==> config.mk <==
export PLATFORM = sky130hd
export DESIGN_NAME = memcomparable_key_field_codec_unit
export DESIGN_NICKNAME = d
export VERILOG_FILES = /design/src/mkfc_pkg.sv /design/src/memcomparable_key_field_codec_unit.sv
export SDC_FILE = /design/constraint.sdc
export NUM_CORES = 1
export LEC_CHECK = 0
export BUFFER_PORTS_ARGS = -buffer_cell sky130_fd_sc_hd__buf_2
export CELL_PAD_IN_SITES_DETAIL_PLACEMENT = 0
export CELL_PAD_IN_SITES_GLOBAL_PLACEMENT = 1
export CORE_MARGIN = 4
export CORE_UTILIZATION = 57
export CTS_BUF_LIST = sky130_fd_sc_hd__clkbuf_4 sky130_fd_sc_hd__clkbuf_8
export DETAILED_ROUTE_END_ITERATION = 8
export MAX_ROUTING_LAYER = met4
export PLACE_DENSITY_LB_ADDON = 0.1
export SETUP_SLACK_MARGIN = 0.15
export SYNTH_ARGS = -nofsm -noshare
export SYNTH_HDL_FRONTEND = slang
export SYNTH_SLANG_ARGS = --single-unit
==> constraint.sdc <==
create_clock -name clock -period 7.8 [get_ports clock]
set_clock_uncertainty 0.2 [all_clocks]
set_input_delay 0.78 -clock clock [delete_from_list [all_inputs] [get_ports clock]]
set_output_delay 0.78 -clock clock [all_outputs]
set_load 0.1 [all_outputs]
==> src/mkfc_pkg.sv <==
// Shared types and constants for the memcomparable key field codec.
`timescale 1ns / 1ps

package mkfc_pkg;

   localparam int unsigned DATA_BYTES = 8;
   localparam int unsigned LEN_W      = 4;
   localparam int unsigned PIPE_STAGES = 4;

   localparam logic [LEN_W-1:0] MAX_FIELD_BYTES = 4'd8;

   localparam logic OP_ENCODE = 1'b0;
   localparam logic OP_DECODE = 1'b1;

   localparam logic [7:0] SIGN_MASK = 8'h80;
   localparam logic [7:0] BYTE_MASK = 8'hFF;
   localparam logic [7:0] NULL_MASK = 8'h01;

   typedef enum logic [2:0] {
      TC_VARLEN      = 3'd0,
      TC_BIG_ENDIAN  = 3'd1,
      TC_UNSIGNED_LE = 3'd2,
      TC_SIGNED_INT  = 3'd3,
      TC_FLOAT       = 3'd4
   } tc_type;

   typedef struct packed {
      logic             op;
      logic             sgn;
      logic             flt;
      logic             act;
      logic [LEN_W-1:0] len;
   } ctl_type;

endpackage

==> src/memcomparable_key_field_codec_unit.sv <==
// Top level: four-stage memcomparable key column encoder and decoder.
`timescale 1ns / 1ps

// Takes one fixed-length key column per transaction and encodes it into
// byte-order-comparable form or decodes it back. The block is a four-stage
// pipeline: input capture with control decode, byte reversal for encode,
// sign or float transform, byte reversal for decode. A new transaction is
// accepted every cycle unless req_stall is high; rsp_valid comes from the
// last of the four register stages.
// Stall on the result side backs up through the stages, and empty stages
// are filled while the output is held.
module memcomparable_key_field_codec_unit
   import mkfc_pkg::*;
(
   input  logic        clock,
   input  logic        reset,
   input  logic        req_valid,
   output logic        req_stall,
   input  logic        req_op,
   input  logic [2:0]  req_type_class,
   input  logic [3:0]  req_data_len,
   input  logic        req_nullable,
   input  logic [7:0]  req_null_byte,
   input  logic [63:0] req_data,
   output logic        rsp_valid,
   input  logic        rsp_stall,
   output logic [7:0]  rsp_null_byte_out,
   output logic [63:0] rsp_data_out
);

   function automatic logic [63:0] rev_bytes(input logic [63:0] d, input logic [LEN_W-1:0] n);
      logic [63:0] r;
      logic [2:0]  idx;
      r   = d;
      idx = '0;
      for (int i = 0; i < DATA_BYTES; i++) begin
         if (LEN_W'(i) < n) begin
            idx = 3'(n - 4'd1 - LEN_W'(i));
            r[i*8 +: 8] = d[{idx, 3'b000} +: 8];
         end
      end
      return r;
   endfunction

   logic adv1, adv2, adv3, adv4;

   logic        s1_vld_ff, s1_vld_in, s2_vld_ff, s2_vld_in, s3_vld_ff, s3_vld_in;
   logic        rsp_valid_ff, rsp_valid_in;
   ctl_type     s1_ctl_ff, s1_ctl_in, s2_ctl_ff, s3_ctl_ff;
   logic [7:0]  s1_nb_ff, s1_nb_in, s2_nb_ff, s3_nb_ff, rsp_nb_ff;
   logic [63:0] s1_data_ff, s2_data_ff, s2_data_in, s3_data_ff, s3_data_in;
   logic [63:0] rsp_data_ff, rsp_data_in;

   logic [LEN_W-1:0] len_sat;
   logic             fixed, nb_flip, not_null;
   logic [7:0]       native_nb;
   logic [63:0]      len_mask;
   logic             inv_all;

   assign adv4      = !rsp_valid_ff || !rsp_stall;
   assign adv3      = !s3_vld_ff || adv4;
   assign adv2      = !s2_vld_ff || adv3;
   assign adv1      = !s1_vld_ff || adv2;
   assign req_stall = !adv1;

   always_comb begin
      len_sat = (req_data_len > MAX_FIELD_BYTES) ? MAX_FIELD_BYTES : req_data_len;
      fixed   = (req_type_class == TC_BIG_ENDIAN) || (req_type_class == TC_UNSIGNED_LE) ||
                (req_type_class == TC_SIGNED_INT) || (req_type_class == TC_FLOAT);
      nb_flip = req_nullable && fixed;
      s1_nb_in  = req_null_byte ^ (nb_flip ? NULL_MASK : 8'h00);
      native_nb = (req_op == OP_DECODE) ? s1_nb_in : req_null_byte;
      not_null  = !req_nullable || (native_nb == 8'h00);
      s1_ctl_in.op  = req_op;
      s1_ctl_in.sgn = req_type_class == TC_SIGNED_INT;
      s1_ctl_in.flt = req_type_class == TC_FLOAT;
      s1_ctl_in.act = fixed && (req_type_class != TC_BIG_ENDIAN) &&
                      (len_sat != '0) && not_null;
      s1_ctl_in.len = len_sat;
   end

   // encode reverses before the transform
   always_comb begin
      s2_data_in = s1_data_ff;
      if (s1_ctl_ff.act && (s1_ctl_ff.op == OP_ENCODE)) begin
         s2_data_in = rev_bytes(s1_data_ff, s1_ctl_ff.len);
      end
   end

   always_comb begin
      for (int i = 0; i < DATA_BYTES; i++) begin
         len_mask[i*8 +: 8] = (LEN_W'(i) < s2_ctl_ff.len) ? BYTE_MASK : 8'h00;
      end
      inv_all    = s2_data_ff[7] != s2_ctl_ff.op;
      s3_data_in = s2_data_ff;
      if (s2_ctl_ff.act) begin
         if (s2_ctl_ff.sgn) begin
            s3_data_in[7:0] = s2_data_ff[7:0] ^ SIGN_MASK;
         end else if (s2_ctl_ff.flt) begin
            if (inv_all) begin
               s3_data_in = s2_data_ff ^ len_mask;
            end else begin
               s3_data_in[7:0] = s2_data_ff[7:0] ^ SIGN_MASK;
            end
         end
      end
   end

   // decode reverses after the transform
   always_comb begin
      rsp_data_in = s3_data_ff;
      if (s3_ctl_ff.act && (s3_ctl_ff.op == OP_DECODE)) begin
         rsp_data_in = rev_bytes(s3_data_ff, s3_ctl_ff.len);
      end
   end

   always_comb begin
      s1_vld_in    = adv1 ? req_valid : s1_vld_ff;
      s2_vld_in    = adv2 ? s1_vld_ff : s2_vld_ff;
      s3_vld_in    = adv3 ? s2_vld_ff : s3_vld_ff;
      rsp_valid_in = adv4 ? s3_vld_ff : rsp_valid_ff;
   end

   always_ff @(posedge clock) begin
      if (reset) begin
         s1_vld_ff    <= 1'b0;
         s2_vld_ff    <= 1'b0;
         s3_vld_ff    <= 1'b0;
         rsp_valid_ff <= 1'b0;
      end else begin
         s1_vld_ff    <= s1_vld_in;
         s2_vld_ff    <= s2_vld_in;
         s3_vld_ff    <= s3_vld_in;
         rsp_valid_ff <= rsp_valid_in;
      end
   end

   always_ff @(posedge clock) begin
      if (adv1) begin
         s1_ctl_ff  <= s1_ctl_in;
         s1_nb_ff   <= s1_nb_in;
         s1_data_ff <= req_data;
      end
      if (adv2) begin
         s2_ctl_ff  <= s1_ctl_ff;
         s2_nb_ff   <= s1_nb_ff;
         s2_data_ff <= s2_data_in;
      end
      if (adv3) begin
         s3_ctl_ff  <= s2_ctl_ff;
         s3_nb_ff   <= s2_nb_ff;
         s3_data_ff <= s3_data_in;
      end
      if (adv4) begin
         rsp_nb_ff   <= s3_nb_ff;
         rsp_data_ff <= rsp_data_in;
      end
   end

   assign rsp_valid         = rsp_valid_ff;
   assign rsp_null_byte_out = rsp_nb_ff;
   assign rsp_data_out      = rsp_data_ff;

endmodule

==> results of run 1 <==
==> flip-flops by register name, summed over array words and instances, names as in the netlist <==
name	cells
s1_data_ff	64
s2_data_ff	64
rsp_null_byte_out	8
s3_ctl_ff	6
rsp_valid	1
s2_ctl_ff	8
rsp_data_out	64
s3_data_ff	64
s1_vld_ff	1
s1_nb_ff	8
s2_vld_ff	1
s2_nb_ff	8
s3_vld_ff	1
s3_nb_ff	8
s1_ctl_ff	8
==> power groups by stage <==
stage / combinational (mW) / clock (mW) / sequential [mW]
2_1_floorplan: 0.498 / 0 / 2.36
3_3_place_gp: 0.895 / 0 / 2.11
3_5_place_dp: 0.901 / 0 / 2.12
4_1_cts: 0.905 / 1.34 / 2.09
5_1_grt: 0.957 / 1.42 / 2.10
6_report: 0.903 / 1.30 / 2.09
==> through the flow <==
stage / util (%) / hold slack [ps] / setup WS, ps / cells / area (sq um)
global route: 65.1 / 162 / 3490 / 1547 / 18800
CTS: 65.1 / 148 / 3740 / 1547 / 18800
detailed placement: 61.8 / 205 / 3780 / 1459 / 17900
global placement: 61.8 / 201 / 3840 / 1459 / 17900
finish: 65.1 / 177 / 3790 / 1547 / 18800
floorplan: - / 200 / 2030 / 956 / 16800
==> final timing paths <==
kind                                   start               end  slack, ps  cells past startpoint
worst max-delay path            s3_ctl_ff[0]  rsp_data_out[50]       3790                      7
worst min-delay path            req_data[57]    s1_data_ff[57]        180                      1
worst max register to register  s3_ctl_ff[0]  rsp_data_out[50]       3790                      7
worst min register to register  s1_ctl_ff[5]      s2_ctl_ff[5]        210                      0
==> worst max-delay path, delay by kind of cell (launching register included) <==
| kind | cells | cell delay [ps] |
|---|---|---|
| muxes | 3 | 1220 |
| adders and majority gates | 1 | 360 |
| buffers and inverters | 3 | 1570 |
| DFF | 1 | 320 |
==> cell type report <==
class	count	area share, %
inverter	11	0.219
multi-input combinational	581	37.7
timing repair buffer	169	4.64
clock buffer	66	4.26
tap	384	2.55
clock inverter	22	0.744
sequential	314	49.9
==> cell usage after synthesis (4+ instances only) <==
cell / n
edfxtp_1: 310
mux2_2: 162
mux4_2: 102
xor2_1: 57
nand2_1: 44
o21ai_0: 42
mux2i_1: 39
mux4_1: 26
buf_2: 22
nor2_1: 15
a21oi_1: 13
buf_6: 13
inv_1: 11
xnor2_1: 11
mux2_4: 8
buf_4: 7
ha_1: 6
mux2_1: 6
nor2b_1: 5
clkbuf_1: 4
dfxtp_1: 4
nand2b_1: 4
nor3_4: 4
==> layer usage <==
metal / up-vias / GRT usage [%] / share of wire [%]
met5: - / - / 0
met4: 0 / 4.69 / 1.7
met3: 41 / 3.05 / 6.4
met2: 347 / 29.0 / 44
met1: 4512 / 32.0 / 48
li1: 4283 / - / -
==> cell families after synthesis <==
family | Yosys count
AOI/OAI and AO/OA | 69
and+or+nand+nor | 89
adders and majority gates | 6
DFF | 314
xor gates and xnor gates | 74
muxes | 343
buffers and inverters | 61
==> metrics.txt, run 1 <==
clk buf depth 3; outcome complete, no violations; drt first pass iters 5; vias in the first global route 8,854; Register Area 0.00939 sq mm; crit end category flop; root buffer cell clkbuf_8; post-synthesis xor/xnor area fraction 4.39%; Setup crit start kind flop; Clk pin slew, worst setup/hold paths 60 ps; RSZ-0062 raised after global routing no; drt total wl 32,300 um; Switching Fraction 28.6%; crit-path cells buf_4, inv_1, ha_2, buf_4, mux4_1, mux2_2, mux2_2; CP max stage delay 750 ps; Clk pwr share 30.4%; Sequential Power Share 48.6%; sequential share of the synthesized area 55.8%; DRC viols 0; Post-synth EDFFs 310; Peak VDD IR 0.000188 V; Layout area overhead 11.9%; final hold vios 0; mux cell area share after synthesis 32.0%; nets 1,217; die height 180 um; Port Buffers 158; worst-path fanout max 67; Final Max Tran Viols 0; max_slew headroom 17.0%; vias 9,183; top-area cell type share of the netlist area 55.3%; post-synthesis adder-cell area fraction 0.446%; syn nets 1,047; pin count of the biggest net entering global routing 73; Tmin final 4010 ps; combinational share of power 21.0%; post-cts resize count 0; P_int 3.07 mW; Post-DRT Antenna Nets 0; I/O Pins 159; post-synthesis instance total 956; Synth area leader edfxtp_1; grt ovf 0; Post-CTS Setup Bufs 0; via-per-instance ratio 5.94; async set-reset flop share out of synthesis 0%; Synth Area in Compound Gates 2.45%; crit path DAT 4130 ps; mapped cell area 0.0168 sq mm; Tot GR Track Use 20.5%; CP max stage cell buf_4; Sink Count 314; crit path kind flop to flop; routed len/inst 20.9 um; period utilisation layout 51.5%; Mean Syn Cell Area 17.6 sq um; most frequent cells in the layout edfxtp_1 (310), mux2_2 (162), buf_2 (158), mux4_2 (102), xor2_1 (57); Pleak 7.09 nW; Synth area leaders edfxtp_1 (55%), mux4_2 (14%), mux2_2 (11%); share of layout cells above drive strength 1 46.3%; commonest non-fill, non-tap cell in the layout edfxtp_1; CTS tree done; number of antenna violations at the first check in global routing 0; Setup violations, final 0; setup tns final 0 ps; Initial Utilization 58.2%; DP HPWL 23,100 um; Most used DFF post-synth edfxtp_1; fillcell total 2,062; Diodes inserted 0; area occupied by multi-input gates 0.00710 sq mm; critical path data required time 7910 ps; Cell Pwr Density 228 mW/mm^2; die area 0.0323 sq mm; Yosys cell types 48; H-tree level count 2; Synth Register Bits 314; net switching power 1.23 mW; first-pass GRT wire length 51,500 um; Worst Hold Class input port to flop; DRT iter0 DRCs 814; die width 180 um; simple-gate portion of the synthesized area 2.68%; routability cong. 0.841; total core area 0.0289 sq mm; row cnt 62; Synth Warn # 0; clk_lat worst skew 580 ps; Tot Pwr 4.30 mW; Fmax achieved 249 MHz; MaxCap Viol Count 0; Num CTS Buffers 49; largest family of logic cells by synthesized area multiplexers; Slew @ Worst Pin 1240 ps; hold bufs inserted after CTS 0
Power figures use the tool's default switching activity.
==> run 2, diff against run 1 <==
CORE_UTILIZATION = 53   (was 57)
clock period = 4.22 ns   (was 7.8 ns; I/O delays follow)
==> run 2 against run 1 <==
  * Critical path depth decreased by 2
  * Hold slack worse by 19 ps
  * Non-clock buffer count is 96 higher
  * Utilization shrank 1.2 points
  * First-iteration DRC count decreased by 22%
  * Fmax grew 33%
  * Register-to-register slack lost 2600 ps
  * Combinational power rose by 94%
  * Clock power rose by 86%
==> metrics.txt, run 2 (synthesis results as in run 1) <==
net switching power 2.32 mW (+89%); row cnt 64 (+3.2%); first-pass GRT wire length 54,200 um (+5.3%); GR peak layer met1; Final Max Tran Viols 0 (unchanged); hold slack 158 ps (-19.0 ps); drt first pass iters 5 (unchanged); crit end category flop; met1 Usage GRT 32.3% (+0.34 points); combinational share of power 21.8% (+0.8 points); via-per-instance ratio 5.82 (-2.0%); routability cong. 0.828 (-1.6%); Layout area overhead 17.6%; crit path DAT 3120 ps (-1010 ps); Cell Pwr Density 406 mW/mm^2 (+78%); total core area 0.0310 sq mm (+7.1%); Tot Pwr 8.03 mW (+87%); H-tree level count 2 (unchanged); Placed Instances 1,484 (+1.7%); crit path kind flop to flop; DRC viols 0 (unchanged); Fmax achieved 332 MHz (+33%); DP HPWL 23,800 um (+2.9%); Num CTS Buffers 50 (+2.0%); Peak VDD IR 0.000292 V (+55%); number of antenna violations at the first check in global routing 0 (unchanged); critical path data required time 4320 ps (-3590 ps); nets 1,314 (+8.0%); final hold vios 0 (unchanged); final worst setup slack 1210 ps (-2580 ps); Initial Utilization 54.3% (-3.9 points); Clk pwr share 30.2% (-0.2 points); Tot GR Track Use 20.7% (+0.22 points); die width 186 um (+3.5%); met2 Resource Use GR 29.1% (+0.15 points); Setup crit start kind flop; commonest non-fill, non-tap cell in the layout edfxtp_1; most frequent cells in the layout edfxtp_1 (310), mux2_2 (162), buf_2 (158), mux4_2 (102), dlygate4sd3_1 (83); period utilisation layout 71.4% (+20 points); MaxCap Viol Count 0 (unchanged); max_slew headroom 19.1% (+2.1 points); Slew @ Worst Pin 1210 ps (-35.2 ps); Switching Fraction 28.9% (+0.25 points); vias in the first global route 9,250 (+4.5%); Sequential Power Share 48.0% (-0.6 points); Post-DRT Antenna Nets 0 (unchanged); post-cts resize count 0 (unchanged); Global Route met3 Usage 3.31% (+0.25 points); share of layout cells above drive strength 1 43.7% (-2.7 points); fillcell total 2,237 (+8.5%); setup tns final 0 ps (unchanged); Tmin final 3010 ps (-1000 ps); die area 0.0347 sq mm (+7.2%); Final Util 63.9% (-1.2 points); hold bufs inserted after CTS 83 (+83); Setup violations, final 0 (unchanged); Worst Hold Class input port to flop; worst-path fanout max 66 (-1.5%); vias 9,629 (+4.9%); outcome complete, no violations; Final Instance Count excl. Fillers 1,655 (+7.0%); Clk pin slew, worst setup/hold paths 60 ps (about the same); P_int 5.72 mW (+86%); fin area 0.0198 sq mm (+5.1%); RSZ-0062 raised after global routing no; clk buf depth 3 (unchanged); routed len/inst 20.9 um (about the same); pin count of the biggest net entering global routing 79 (+8.2%); clk_lat worst skew 570 ps (about the same); root buffer cell clkbuf_8; pre-CTS WS 1170 ps (-2620 ps); Sink Count 314 (unchanged); Diodes inserted 0 (unchanged); Pleak 7.53 nW (+6.1%); drt total wl 34,500 um (+6.9%); DRT iter0 DRCs 635 (-22%); Placement Cell Area 0.0180 sq mm (+0.80%); grt ovf 0 (unchanged); Post-CTS Setup Bufs 0 (unchanged); I/O Pins 159 (unchanged); CTS tree done; Port Buffers 158 (unchanged); die height 186 um (+3.5%)
[run 2: changes by cell type in the layout (fill, tap and decap cells not counted)]
cell	change
buf_4	+11
clkinvlp_4	-1
clkinv_2	+5
inv_6	-2
nand2_2	-1
buf_12	+2
clkinv_1	+2
clkbuf_4	-6
dlygate4sd3_1	+83
clkbuf_8	+2
nand2_4	+1
[run 2: power by group through the flow]
stage	combinational, mW	clock, mW	sequential [mW]
after floorplan	0.921	0	4.37
after CTS	1.76	2.49	3.85
after global placement	1.68	0	3.91
after global routing	1.86	2.64	3.89
final	1.75	2.42	3.86
after detailed placement	1.70	0	3.92
[run 2: path summary, 6_finish.rpt]
check | start | to | slack, ps | cells after the start
max | s3_ctl_ff[0] | rsp_data_out[44] | 1210 | 5
min | req_type_class[2] | s1_ctl_ff[6] | 160 | 3
max reg2reg | s3_ctl_ff[0] | rsp_data_out[44] | 1210 | 5
min reg2reg | s1_ctl_ff[5] | s2_ctl_ff[5] | 210 | 0
[run 2: per-layer routing]
metal | wire length (um) | part of all wire [%]
met1 | 16600 | 48
met2 | 15200 | 44
met3 | 2180 | 6.3
met4 | 582 | 1.7
met5 | 0 | 0
[run 2: worst max-delay path: stages (launching register included)]
cell and delay [ps]:
edfxtp_1 350, buf_4 760, ha_1 280, xnor3_2 490, mux2_2 390, mux2_2 270
[run 2: layout make-up]
cell class	count	area (sq um)	area share, %
well taps	396	495	2.50
multi-input cells	581	7110	35.9
inverters	11	41.3	0.209
flip-flops and latches	314	9390	47.4
repair buffers	265	1830	9.23
clock inverters	26	148	0.746
clock buffers	62	785	3.96
==> run 3, diff against run 2 <==
ABC_AREA = 1   (was not set)
CORE_UTILIZATION = 43   (was 53)
clock period = 2.65 ns   (was 4.22 ns; I/O delays follow)
==> run 3 against run 2 <==
  * Sequential share of layout area shrank 0.59 points
  * Synthesized area shrank 2.5%
  * Combinational power grew 88%
  * Critical path depth grew 3
  * First-iteration DRC count grew 52%
  * Highest routed layer unchanged
==> metrics.txt, run 3 <==
outcome complete, no violations; Clk pin slew, worst setup/hold paths 70 ps (about the same); drt total wl 53,800 um (+56%); most frequent cell after synthesis nand2_1; Pleak 8.61 nW (+14%); Tot Pwr 13.5 mW (+68%); clk buf depth 3 (unchanged); Final Util 53.2% (-11 points); DRT iter0 DRCs 964 (+52%); Final Max Tran Viols 0 (unchanged); commonest cells in the netlist nand2_1 (692), edfxtp_1 (310), o21ai_0 (199), o21ai_1 (139), inv_1 (110); drt first pass iters 5 (unchanged); sequential share of the synthesized area 57.2% (+1.4 points); crit end category flop; crit path DAT 2590 ps (-530 ps); first-pass GRT wire length 79,000 um (+46%); DP HPWL 41,100 um (+73%); vias in the first global route 13.0k (+40%); Num CTS Buffers 51 (+2.0%); H-tree level count 2 (unchanged); final hold vios 0 (unchanged); vias 13.3k (+38%); Tmin final 2410 ps (-608 ps); period utilisation layout 90.8% (+19 points); die area 0.0414 sq mm (+19%); critical path data required time 2840 ps (-1480 ps); Post-DRT Antenna Nets 0 (unchanged); CP max stage delay 420 ps (-340 ps); I/O Pins 159 (unchanged); pre-CTS WS 157 ps (-1010 ps); Synth Register Bits 314 (unchanged); Register Area 0.00939 sq mm (about the same); number of antenna violations at the first check in global routing 0 (unchanged); syn nets 1,898 (+81%); Tot GR Track Use 26.5% (+5.8 points); Initial Utilization 43.6% (-11 points); row cnt 71 (+11%); total core area 0.0377 sq mm (+22%); worst-path fanout max 24 (-64%); Peak VDD IR 0.000448 V (+54%); WP buf/inv 3 (+2); fillcell total 3,543 (+58%); Yosys cell types 37 (-23%); crit path kind flop to flop; max_slew headroom 29.2% (+10 points); routability cong. 0.931 (+13%); clk_lat worst skew 650 ps (+80 ps); Synth Warn # 0 (unchanged); Diodes inserted 0 (unchanged); area occupied by multi-input gates 0.00613 sq mm (-14%); CP top delay family buffers and inverters; setup tns final 0 ps (unchanged); reg-to-reg slack, setup 240 ps (-960 ps); async set-reset flop share out of synthesis 0% (unchanged); DRC viols 0 (unchanged); Worst Hold Class input port to flop; RSZ-0062 raised after global routing yes; share of layout cells above drive strength 1 17.4% (-26 points); Mean Syn Cell Area 9.08 sq um (-48%); Sink Count 314 (unchanged); mapped cell area 0.0164 sq mm (-2.5%); final worst setup slack 244 ps (-962 ps); Slew @ Worst Pin 1060 ps (-146 ps); most frequent cells in the layout nand2_1 (690), edfxtp_1 (310), o21ai_0 (189), buf_2 (157), o21ai_1 (148); Layout area overhead 22.1%; pin count of the biggest net entering global routing 81 (+2.5%); CP max stage cell edfxtp_1; Synth area leader edfxtp_1; via-per-instance ratio 5.01 (-14%); Most used DFF post-synth edfxtp_1; post-synthesis instance total 1,807 (+89%); MaxCap Viol Count 0 (unchanged); die height 203 um (+9.2%); hold slack 145 ps (-12.9 ps); routed len/inst 20.3 um (-2.7%); Synth area leaders edfxtp_1 (57%), nand2_1 (16%), o21ai_0 (6.1%); root buffer cell clkbuf_8; nets 2,193 (+67%); Fmax achieved 416 MHz (+25%); Setup violations, final 0 (unchanged); grt ovf 0 (unchanged); Post-synth EDFFs 310 (unchanged); commonest non-fill, non-tap cell in the layout nand2_1; die width 203 um (+9.2%); Port Buffers 158 (unchanged); CTS tree done; Setup crit start kind flop; top-area cell type share of the netlist area 56.7% (+1.4 points); Cell Pwr Density 674 mW/mm^2 (+66%); crit-path cells inv_2, ha_1, buf_4, buf_4, o21ai_0, nand2_1, nand3_1, nand2_1
-- run 3: power breakdown --
group          switching [mW]  leakage, nW  internal [mW]
logic                    2.40         4.75          0.892
registers               0.233         3.34           5.86
clock network            1.92        0.519           2.22
total                    4.55         8.61           8.97
-- run 3: logic make-up (layout without fill, tap and decap cells) --
group / Yosys count / after routing / share of synthesized area [%]
AND/OR/NAND/NOR: 860 / 861 / 20.9
flip-flops: 314 / 314 / 57.2
AO/OA/AOI/OAI: 360 / 360 / 11.1
adder cells (fa/ha/maj): 6 / 6 / 0.457
XOR/XNOR: 63 / 63 / 4.28
buffers and inverters: 204 / 534 / 5.99
-- run 3: routing by layer --
layer  GRT usage [%]  vias to the layer above  wire length (um)
met2            45.5                      386             27000
met3            3.56                      107              2250
li1                -                     6651                 -
met5               -                        -                 0
met1            31.7                     6140             22100
met4            10.9                        0              2370
-- run 3: layout make-up --
cell class / instances / area share, %
multi-input combinational: 1290 / 30.6
tap: 511 / 3.19
sequential: 314 / 46.9
clock inverter: 23 / 0.843
timing repair buffer: 323 / 12.1
inverter: 122 / 2.40
clock buffer: 66 / 4.09
-- run 3: timing repair --
action,CTS,global route
buffers inserted,1,8
pin swaps,2,4
hold buffers,86,0
endpoints found under the hold margin,84,0
endpoints found under the setup margin,3,49
cloned,0,2
gates resized for setup,2,13
-- run 3: final timing paths --
path / cells after the start / from / to
max: 8 / s3_ctl_ff[0] / rsp_data_out[22]
max reg2reg: 8 / s3_ctl_ff[0] / rsp_data_out[22]
min reg2reg: 0 / s2_nb_ff[6] / s3_nb_ff[6]
min: 2 / req_data[54] / s1_data_ff[54]
-- run 3: through the flow --
stage	cells	area (sq um)
after floorplan	1807	16500
after global placement	2463	18000
after detailed placement	2463	18000
after CTS	2639	19900
after global routing	2649	20000
final	2649	20000
